$ cat src/tsb_pkg.sv
package tsb_pkg;

  // Bank geometry
  localparam int unsigned Slots = 32;
  localparam int unsigned SlotW = $clog2(Slots);
  localparam int unsigned MsW   = 10;
  localparam int unsigned PerW  = 32;

  // Reset value of the per-tick increment
  localparam logic [MsW-1:0] MsPerTickRst = MsW'(10);

  // Input opcodes
  localparam logic [1:0] OP_ARM    = 2'd0;
  localparam logic [1:0] OP_CANCEL = 2'd1;
  localparam logic [1:0] OP_TICK   = 2'd2;

  // Result kinds
  localparam logic [2:0] KIND_ARMED     = 3'd0;
  localparam logic [2:0] KIND_FULL      = 3'd1;
  localparam logic [2:0] KIND_EXPIRED   = 3'd2;
  localparam logic [2:0] KIND_CANCELLED = 3'd3;
  localparam logic [2:0] KIND_TICK_DONE = 3'd4;

  // Command transaction
  typedef struct packed {
    logic [1:0]  opcode;
    logic [4:0]  slot_index;
    logic [31:0] period_ms;
    logic        repeat_req;
  } cmd_t;

  // Result transaction
  typedef struct packed {
    logic [2:0] kind;
    logic [4:0] slot_id;
    logic       last;
  } rsp_t;

endpackage

$ cat src/timeout_slot_bank_core.sv
// Timeout slot bank: 32 one-shot or periodic timeout slots.
//
// Command channel: in_i is taken at a rising edge with start_i high and
// busy_o low. Arm takes the lowest free slot, cancel frees the named slot,
// tick advances every active slot with a nonzero period by ms_per_tick.
// Result channel: out_o is valid for exactly one cycle while out_valid_o is
// high; the receiver cannot stall it. The final result of a command has last
// set.
// Flow: arm and cancel report in the cycle after acceptance and leave
// busy_o low, so one command per cycle is taken. A tick scans the slots
// one per cycle through the period and sum memories (registered read,
// write-back the next cycle); expiries come out in slot order as found, and
// the tick-done result follows the last slot. busy_o is high for the scan.
// Config channel: cfg_data_i is written into ms_per_tick when cfg_valid_i is
// high; cfg_ready_o is always high. Write only while no command is pending.
// Reset: all slots free, ms_per_tick back to 10; the slot memories are not
// cleared, since a slot is always written on arm before it is read.
module timeout_slot_bank_core (
  input  logic                            clk_i,
  input  logic                            rst_ni,
  input  logic                            start_i,
  input  tsb_pkg::cmd_t                   in_i,
  output logic                            busy_o,
  output logic                            out_valid_o,
  output tsb_pkg::rsp_t                   out_o,
  input  logic                            cfg_valid_i,
  output logic                            cfg_ready_o,
  input  logic [tsb_pkg::MsW-1:0]         cfg_data_i
);

  typedef enum logic [2:0] {
    ST_IDLE = 3'b001,
    ST_SCAN = 3'b010,
    ST_FIN  = 3'b100
  } state_e;

  state_e state_q, state_d;

  logic [tsb_pkg::MsW-1:0]     ms_per_tick_q;
  logic [tsb_pkg::Slots-1:0]   active_q, active_d;
  logic [tsb_pkg::Slots-1:0]   periodic_q, periodic_d;
  logic [tsb_pkg::SlotW-1:0]   cmp_idx_q, cmp_idx_d;
  logic                        out_valid_q, out_valid_d;
  tsb_pkg::rsp_t               out_q, out_d;

  // Slot memories
  logic [tsb_pkg::PerW-1:0]    mem_per [tsb_pkg::Slots];
  logic [tsb_pkg::PerW-1:0]    mem_sum [tsb_pkg::Slots];
  logic [tsb_pkg::PerW-1:0]    per_rd_q, sum_rd_q;
  logic                        rd_en;
  logic [tsb_pkg::SlotW-1:0]   rd_addr;
  logic                        per_wr_en, sum_wr_en;
  logic [tsb_pkg::SlotW-1:0]   sum_wr_addr;
  logic [tsb_pkg::PerW-1:0]    sum_wr_data;

  logic                        accept;
  logic                        any_free;
  logic [tsb_pkg::SlotW-1:0]   free_idx;
  logic                        scan_last;
  logic                        scan_live;
  logic                        scan_hit;
  logic [tsb_pkg::PerW:0]      sum_ext;
  logic [tsb_pkg::PerW-1:0]    sum_sat;

  assign busy_o      = (state_q != ST_IDLE);
  assign accept      = start_i & ~busy_o;
  assign cfg_ready_o = 1'b1;
  assign out_valid_o = out_valid_q;
  assign out_o       = out_q;

  // Lowest free slot
  always_comb begin
    free_idx = '0;
    for (int i = tsb_pkg::Slots - 1; i >= 0; i--) begin
      if (!active_q[i]) begin
        free_idx = tsb_pkg::SlotW'(i);
      end
    end
  end
  assign any_free = ~&active_q;

  // Per-slot tick update, data from the memory read issued last cycle
  assign scan_last = (cmp_idx_q == tsb_pkg::SlotW'(tsb_pkg::Slots - 1));
  assign scan_live = active_q[cmp_idx_q] & (per_rd_q != '0);
  assign sum_ext   = {1'b0, sum_rd_q} + {{(tsb_pkg::PerW + 1 - tsb_pkg::MsW){1'b0}},
                                         ms_per_tick_q};
  assign sum_sat   = sum_ext[tsb_pkg::PerW] ? '1 : sum_ext[tsb_pkg::PerW-1:0];
  assign scan_hit  = scan_live & (sum_sat >= per_rd_q);

  // Control and memory port selection
  always_comb begin
    state_d     = state_q;
    active_d    = active_q;
    periodic_d  = periodic_q;
    cmp_idx_d   = cmp_idx_q;
    out_valid_d = 1'b0;
    out_d       = out_q;
    rd_en       = 1'b0;
    rd_addr     = '0;
    per_wr_en   = 1'b0;
    sum_wr_en   = 1'b0;
    sum_wr_addr = free_idx;
    sum_wr_data = '0;

    case (state_q)
      ST_IDLE: begin
        if (accept) begin
          if (in_i.opcode == tsb_pkg::OP_ARM) begin
            out_valid_d  = 1'b1;
            out_d.last   = 1'b1;
            if (any_free) begin
              active_d[free_idx]   = 1'b1;
              periodic_d[free_idx] = in_i.repeat_req;
              per_wr_en    = 1'b1;
              sum_wr_en    = 1'b1;
              out_d.kind   = tsb_pkg::KIND_ARMED;
              out_d.slot_id = 5'(free_idx);
            end else begin
              out_d.kind    = tsb_pkg::KIND_FULL;
              out_d.slot_id = '0;
            end
          end else if (in_i.opcode == tsb_pkg::OP_CANCEL) begin
            if ({1'b0, in_i.slot_index} < 6'(tsb_pkg::Slots)) begin
              active_d[in_i.slot_index[tsb_pkg::SlotW-1:0]] = 1'b0;
            end
            out_valid_d   = 1'b1;
            out_d.kind    = tsb_pkg::KIND_CANCELLED;
            out_d.slot_id = in_i.slot_index;
            out_d.last    = 1'b1;
          end else if (in_i.opcode == tsb_pkg::OP_TICK) begin
            rd_en     = 1'b1;
            rd_addr   = '0;
            cmp_idx_d = '0;
            state_d   = ST_SCAN;
          end
        end
      end
      ST_SCAN: begin
        sum_wr_addr = cmp_idx_q;
        sum_wr_en   = scan_live;
        sum_wr_data = (scan_hit && periodic_q[cmp_idx_q]) ? '0 : sum_sat;
        if (scan_hit) begin
          if (!periodic_q[cmp_idx_q]) begin
            active_d[cmp_idx_q] = 1'b0;
          end
          out_valid_d   = 1'b1;
          out_d.kind    = tsb_pkg::KIND_EXPIRED;
          out_d.slot_id = 5'(cmp_idx_q);
          out_d.last    = 1'b0;
        end
        if (scan_last) begin
          state_d = ST_FIN;
        end else begin
          rd_en     = 1'b1;
          rd_addr   = cmp_idx_q + tsb_pkg::SlotW'(1);
          cmp_idx_d = cmp_idx_q + tsb_pkg::SlotW'(1);
        end
      end
      ST_FIN: begin
        out_valid_d   = 1'b1;
        out_d.kind    = tsb_pkg::KIND_TICK_DONE;
        out_d.slot_id = '0;
        out_d.last    = 1'b1;
        state_d       = ST_IDLE;
      end
      default: begin
        state_d = ST_IDLE;
      end
    endcase
  end

  // Control registers
  always_ff @(posedge clk_i or negedge rst_ni) begin
    if (!rst_ni) begin
      state_q       <= ST_IDLE;
      active_q      <= '0;
      periodic_q    <= '0;
      cmp_idx_q     <= '0;
      out_valid_q   <= 1'b0;
      ms_per_tick_q <= tsb_pkg::MsPerTickRst;
    end else begin
      state_q     <= state_d;
      active_q    <= active_d;
      periodic_q  <= periodic_d;
      cmp_idx_q   <= cmp_idx_d;
      out_valid_q <= out_valid_d;
      if (cfg_valid_i && cfg_ready_o) begin
        ms_per_tick_q <= cfg_data_i;
      end
    end
  end

  // Result payload
  always_ff @(posedge clk_i) begin
    out_q <= out_d;
  end

  // Period memory
  always_ff @(posedge clk_i) begin
    if (per_wr_en) begin
      mem_per[free_idx] <= in_i.period_ms;
    end
    if (rd_en) begin
      per_rd_q <= mem_per[rd_addr];
    end
  end

  // Accumulator memory
  always_ff @(posedge clk_i) begin
    if (sum_wr_en) begin
      mem_sum[sum_wr_addr] <= sum_wr_data;
    end
    if (rd_en) begin
      sum_rd_q <= mem_sum[rd_addr];
    end
  end

endmodule

$ cat config.mk
export PLATFORM = sky130hd
export DESIGN_NAME = timeout_slot_bank_core
export DESIGN_NICKNAME = d
export VERILOG_FILES = /design/src/tsb_pkg.sv /design/src/timeout_slot_bank_core.sv
export SDC_FILE = /design/constraint.sdc
export NUM_CORES = 2
export LEC_CHECK = 0
export BUFFER_PORTS_ARGS = -buffer_cell sky130_fd_sc_hd__buf_2
export CAP_MARGIN = 25
export CORE_UTILIZATION = 35
export CTS_BUF_LIST = sky130_fd_sc_hd__clkbuf_16
export DETAILED_ROUTE_END_ITERATION = 10
export MAX_ROUTING_LAYER = met4
export PLACE_DENSITY_LB_ADDON = 0.3
export SKIP_CTS_REPAIR_TIMING = 1
export SYNTH_ARGS = -nofsm -noshare
export SYNTH_HDL_FRONTEND = slang
export SYNTH_SLANG_ARGS = --single-unit
$ cat constraint.sdc
create_clock -name clk_i -period 7.4 [get_ports clk_i]
set_clock_uncertainty 0.2 [all_clocks]
set_input_delay 2.22 -clock clk_i [delete_from_list [all_inputs] [get_ports clk_i]]
set_output_delay 2.22 -clock clk_i [all_outputs]
set_load 0.02 [all_outputs]
== After elaboration in Yosys (flattened, before gate mapping) ==
Memories as Yosys holds them, arrays and structs flattened. A register that Yosys moved wholly into a read port is not among the register bits.
Cells that the tools add are included.

* $lt $le $gt $ge: 7
* Add/subtract/negate cells: 2
* Equality and inequality tests: 17
* Bitwise operators: 10
* Mux-type cells: 94
* Reduce and logical (&&, ||, !) cells: 14

{| class="wikitable"
|+ Operator list
! kind !! number
|-
| $mux 32 || 9
|-
| $mux 5 || 40
|-
| $and 32x32->32 || 2
|-
| $not 32->32 || 2
|-
| $pmux 32 s2 || 1
|-
| $mux 9 || 4
|-
| $add 32x10->33 || 1
|-
| $bwmux 32 || 1
|-
| $ge 32x32->1 || 1
|-
| $or 32x32->32 || 1
|-
| $reduce_and 32->1 || 1
|-
| $reduce_bool 32->1 || 1
|-
| $pmux 9 s3 || 1
|-
| $mux 1 || 22
|-
| $lt 5x6->1 const B || 3
|-
| $ne 2x2->1 const B || 8
|-
| $demux 1 s5 || 3
|-
| $ge 5x1->1 const B || 3
|-
| $mux 3 || 5
|-
| $reduce_and 6->1 || 2
|-
| $bmux 1 s5 || 2
|-
| $pmux 5 s2 || 1
|-
| $reduce_and 4->1 || 2
|-
| $mux 6 || 1
|-
| other kinds (19) || 27
|}

* Memories kept: 2
* Output and inout port bits: 12
* Bits in registers: 92
* Bits of input ports: 54
* RAM bits: 2,048
* Logic and storage cells: 155

{| class="wikitable"
|+ Memories
! name !! words !! width !! rd ports !! clocked after Yosys merged registers in !! write ports !! RTL line !! text
|-
| mem_per || 32 || 32 || 1 || 1 || 1 || timeout_slot_bank_core.sv:47 || <nowiki>logic [tsb_pkg::PerW-1:0] mem_per [tsb_pkg::Slots];</nowiki>
|-
| mem_sum || 32 || 32 || 1 || 1 || 1 || timeout_slot_bank_core.sv:48 || <nowiki>logic [tsb_pkg::PerW-1:0] mem_sum [tsb_pkg::Slots];</nowiki>
|}

== Logic depth before layout (Yosys ltp) ==
* Word-level depth: 41
* Depth in mapped cells: 24
* Gate-level depth less buffers: 20

== Least setup slack after synthesis ==
Ideal clock, no wire load.

* Path kind: flip-flop to flip-flop
* From: register ms_per_tick_q[1] in the netlist's numbering
* To: memory mem_sum[0][31] in the netlist's numbering, data pin
* Arrival: 5.929 ns
* Stages on the path, launching flop included: 21
* Buffers on the path: 4
* Clock period less this slack: 6.596 ns
* Setup slack: 0.804 ns
* Cells stage by stage: dfstp_2 > inv_1 > fa_1 > nor2b_1 > o21ai_0 > a21boi_0 > o211ai_1 > or3_1 > clkbuf_1 > clkbuf_1 > buf_1 > nand2_1 > ha_1 > a21oi_1 > o21a_1 > or4b_2 > a21oi_1 > o31a_1 > clkbuf_1 > o21ai_1 > a211oi_1

* Word-level cells in the longest chain between the ends: 7

{| class="wikitable"
|+ Ends and longest elaborated chain
! what !! RTL line !! text
|-
| start, declared || timeout_slot_bank_core.sv:39 || <nowiki>logic [tsb_pkg::MsW-1:0] ms_per_tick_q;</nowiki>
|-
| start signal, assigned || timeout_slot_bank_core.sv:180 || <nowiki>ms_per_tick_q <= tsb_pkg::MsPerTickRst;</nowiki>
|-
| start signal, assigned || timeout_slot_bank_core.sv:188 || <nowiki>ms_per_tick_q <= cfg_data_i;</nowiki>
|-
| $add 32x10->33 (*) || timeout_slot_bank_core.sv:85 || <nowiki>assign sum_ext = {1'b0, sum_rd_q} + {{(tsb_pkg::PerW + 1 - tsb_pkg::MsW){1'b0}},</nowiki>
|-
| $mux 32 (*) || timeout_slot_bank_core.sv:87 || <nowiki>assign sum_sat = sum_ext[tsb_pkg::PerW] ? '1 : sum_ext[tsb_pkg::PerW-1:0];</nowiki>
|-
| $ge 32x32->1 || timeout_slot_bank_core.sv:88 || <nowiki>assign scan_hit = scan_live & (sum_sat >= per_rd_q);</nowiki>
|-
| $and 1x1->1 || timeout_slot_bank_core.sv:88 ||
|-
| $logic_and 1x1->1 || timeout_slot_bank_core.sv:141 || <nowiki>sum_wr_data = (scan_hit && periodic_q[cmp_idx_q]) ? '0 : sum_sat;</nowiki>
|-
| $mux 32 (*) || timeout_slot_bank_core.sv:141 ||
|-
| $mux 32 (*) || timeout_slot_bank_core.sv:105 || <nowiki>case (state_q)</nowiki>
|-
| net sum_wr_data (one bit) || timeout_slot_bank_core.sv:54 || <nowiki>logic [tsb_pkg::PerW-1:0] sum_wr_data;</nowiki>
|-
| end, declared || timeout_slot_bank_core.sv:48 ||
|}

The timed path passes the listed nets; every way through them passes the cells marked *.

== Worst setup path after layout ==
* From: register ms_per_tick_q[1] in the netlist's numbering
* To: register active_q[7] in the netlist's numbering

* Word-level cells in the longest chain between the ends: 6

{| class="wikitable"
|+ Ends and longest elaborated chain
! what !! RTL line !! text
|-
| $add 32x10->33 || timeout_slot_bank_core.sv:85 ||
|-
| $mux 32 || timeout_slot_bank_core.sv:87 ||
|-
| $ge 32x32->1 || timeout_slot_bank_core.sv:88 ||
|-
| $and 1x1->1 || timeout_slot_bank_core.sv:88 ||
|-
| $ne 2x2->1 (no source line) || -- ||
|-
| $reduce_and 6->1 (no source line) || -- ||
|-
| end signal, assigned || timeout_slot_bank_core.sv:183 || <nowiki>active_q <= active_d;</nowiki>
|-
| end, declared || timeout_slot_bank_core.sv:40 || <nowiki>logic [tsb_pkg::Slots-1:0] active_q, active_d;</nowiki>
|}

Every way passes these cells.
A chain may end at the register's enable or synchronous reset.

==> key figures <==
Power and ir drop
  – Tot Pwr: about 25 mW
  – Worst VDD drop: ~0.22 mV
  – Leak pwr: ~32 nW
  – Pwr Density: roughly 250 nW/µm²

Synth
  – Synth Area per Inst: slightly below 20 µm²
  – Post-synthesis sequential area ratio: about 75%
  – Post-Synthesis Cells: between 4000 and 5000
  – Post-synth ARST share: roughly 3.8%
  – Yosys synthesis warning count: 0
  – Post-synth top area cell: edfxtp_1
  – Synth unique cells: 75
  – Number of synthesized register bits: around 2200
  – Post-synth EDFFs: between 2000 and 2500
  – Syn Nets: 4621
  – Post-synth top cells: edfxtp_1 (2121), mux4_2 (515), nand2_1 (511)
  – Largest cells by area after synthesis: edfxtp_1 (73%), mux4_2 (13%), dfrtp_1 (2.3%)
  – Post-synth top area share: a little over 70%
  – Top_reg_cell synth: edfxtp_1
  – Mapped Area: between 80000 and 90000 µm²
  – Most common cell in the netlist: edfxtp_1

Detailed routing
  – Final wirelength: 228 mm
  – Drt pass-1 iters: 5
  – Met3 routed WL: approximately 14 mm
  – Via density: between 5 and 6
  – Avg WL per Cell: between 20 and 30 µm
  – M1 WL: a little under 100 mm
  – Met2 WL: 111 mm
  – Vias: approximately 45000
  – 1st-iter DRT viols: between 4000 and 5000
  – Top Layer Used: met4
  – Post-route DRC: 0
  – Post-DRT Antenna Nets: 0

Timing
  – Fin crit period: approximately 6.3 ns
  – Slew Viols, Final: 0
  – Min Hold Slack: 0.301 ns
  – Worst Tran Pin Value: approximately 1.1 ns
  – Hold Vio Cnt, Final: 0
  – Unrepaired setup endpoints after global routing: no
  – Setup TNS Final: 0 ns
  – Period utilisation layout: between 80% and 90%
  – Endpoints failing setup: 0
  – F_max: 159 MHz
  – Worst slew margin: around a quarter

Setup path
  – R2r endpoint: active_q[7]
  – Setup CP Type: flip-flop to flip-flop
  – FF-to-FF path depth: 19
  – Reg2Reg Setup Slack: roughly 1.1 ns
  – Worst Setup End Kind: flip-flop
  – CP cell instances: inv_1, fa_1, nor2b_1, o21ai_0, a21boi_0, buf_4, o211ai_1, or3_2, nand2_1, ha_1, a21oi_1, o21a_1, or4b_2, a21oi_1, o31a_1, o21a_1, buf_4, or2_1, a221o_1
  – CP Max Fanout: 24
  – Critical path buffer and inverter count: 3
  – Reg2reg start: ms_per_tick_q[1]
  – Worst EP required: ~8.0 ns
  – Worst Path Arrival: 6.90 ns
  – Critical path's top delay family: simple AND/OR/NAND/NOR gates
  – Slowest-stage cell, CP: or3_2
  – Worst setup SP type: flip-flop
  – Worst path max stage delay: roughly 0.75 ns

Layout
  – Syn-to-layout area delta: 14.4%
  – Layout Cells excl Fill: 8259
  – Area of the multi-input gates: between 20000 and 25000 µm²
  – Fin nets: approximately 4800
  – Sequential cell area: 65800 µm²
  – Fillers: around 22000
  – Fraction of final layout cells sized beyond drive strength 1: around a quarter

Global routing
  – Global-route wire length before repair: approximately 330 mm
  – Total track usage: a little under a fifth
  – Vias in the first global route: roughly 46000
  – Remaining Overflow, GRT: 0
  – Largest net degree at the start of global routing: around 110
  – Initial antenna violation count: 21

Hold path
  – Worst hold path depth: 1
  – HP Class: flip-flop to flip-flop
  – Worst Hold End: periodic_q[17]
  – Hold Crit Start: periodic_q[17]

Floorplanning
  – Die width: 502 µm
  – Core box area: between 200000 and 250000 µm²
  – Die area: roughly 250000 µm²
  – I/O pin total: 66
  – DIE HEIGHT: between 500 and 600 µm
  – Initial Util: 35.2%
  – Cell row count: approximately 180

Outcome
  – Status: complete, no violations

Placed design
  – Final GP Congestion: 0.891
  – HPWL Detailed: 129 mm
  – DP Cell Count: 7848
  – Number of port buffers: 64

Clock tree
  – Cts bufs inserted: 215
  – Clock Sink Count: 2204
  – Clk buf depth: 3
  – Clk slew on worst S/H paths: about 0.060 ns
  – H-tree levels: 4
  – Worst skew pair latency: 0.86 ns
  – CTS tree: built
  – Root buf cell: clkbuf_16

Flow run
  – Max-Cap Viols: 0
[power by group]
group | total, mW | switching [mW] | internal (mW)
clock | 10.6 | 4.76 | 5.86
sequential | 13.7 | 0.0467 | 13.7
combinational | 0.834 | 0.588 | 0.246
[layout make-up]
cell class              instances  share of cell area [%]
diodes                         13                  0.0324
clock inverters               179                    1.40
clock buffers                 216                    5.39
inverters                      51                   0.193
multi-input cells            2023                    21.2
repair buffers                243                    2.07
flip-flops and latches       2204                    65.6
well taps                    3330                    4.16
[worst reg2reg max path, delay by kind of cell, from the launching register on]
kind            cells  cell delay, ns
simple gates        5            2.33
compound gates      9            1.99
fa+ha+maj           2            0.72
flops               1            0.53
buf+inv             3            0.47
[cells in the final DEF, fill, tap and decap left out, drive strengths merged, types with 12 or more instances in the layout]
| master | count |
|---|---|
| a211o | 19 |
| a21oi | 84 |
| a32oi | 65 |
| and3 | 73 |
| buf | 241 |
| bufinv | 16 |
| clkbuf | 218 |
| clkinv | 97 |
| dfrtp | 80 |
| diode | 13 |
| edfxtp | 2121 |
| ha | 47 |
| inv | 112 |
| mux2 | 44 |
| mux2i | 76 |
| mux4 | 522 |
| nand2 | 512 |
| nand2b | 18 |
| nand3 | 148 |
| nand4 | 21 |
| nor2 | 85 |
| nor3 | 44 |
| nor3b | 15 |
| nor4 | 13 |
| o21a | 12 |
| o21ai | 58 |
| o31ai | 19 |
| xor2 | 20 |
[registers in the layout, indices dropped and copies added, names as in the netlist, 3 cells and up]
register       count
per_rd_q          32
ms_per_tick_q     10
state_q            3
sum_rd_q          32
active_q          32
out_o              9
cmp_idx_q          5
mem_sum         1024
periodic_q        32
mem_per         1024
[through the flow]
| step | utilization (%) | cell area, µm² | setup slack, ns |
|---|---|---|---|
| 2_1_floorplan | - | 87700 | 0.804 |
| 3_3_place_gp | 37.5 | 93400 | 1.20 |
| 3_5_place_dp | 37.5 | 93400 | 1.15 |
| 4_1_cts | 40.2 | 100000 | 1.12 |
| 5_1_grt | 40.3 | 100000 | 0.759 |
| 6_report | 40.3 | 100000 | 1.10 |
[how the worst max path moves through the flow]
stage                startpoint             end  cells after the start
2_1_floorplan  ms_per_tick_q[1]  mem_sum[0][31]                     20
3_3_place_gp   ms_per_tick_q[1]     active_q[7]                     21
3_5_place_dp   ms_per_tick_q[1]     active_q[7]                     19
4_1_cts        ms_per_tick_q[1]     active_q[7]                     19
5_1_grt        ms_per_tick_q[1]     active_q[7]                     21
6_report       ms_per_tick_q[1]     active_q[7]                     19
[routing by layer]
metal	GRT usage [%]	vias up
li1	-	18871
met1	25.5	24295
met2	29.7	1439
met3	2.76	284
met4	3.92	0
met5	-	-
[logic make-up after synthesis]
logic type      synth area share (%)
compound gates                  2.59
flops                           75.0
other cells                  0.00428
buf+inv                         1.47
fa+ha+maj                      0.694
simple gates                    5.10
xor+xnor                       0.230
mux                             14.9
No activity file was read; power rests on OpenSTA's default activity.
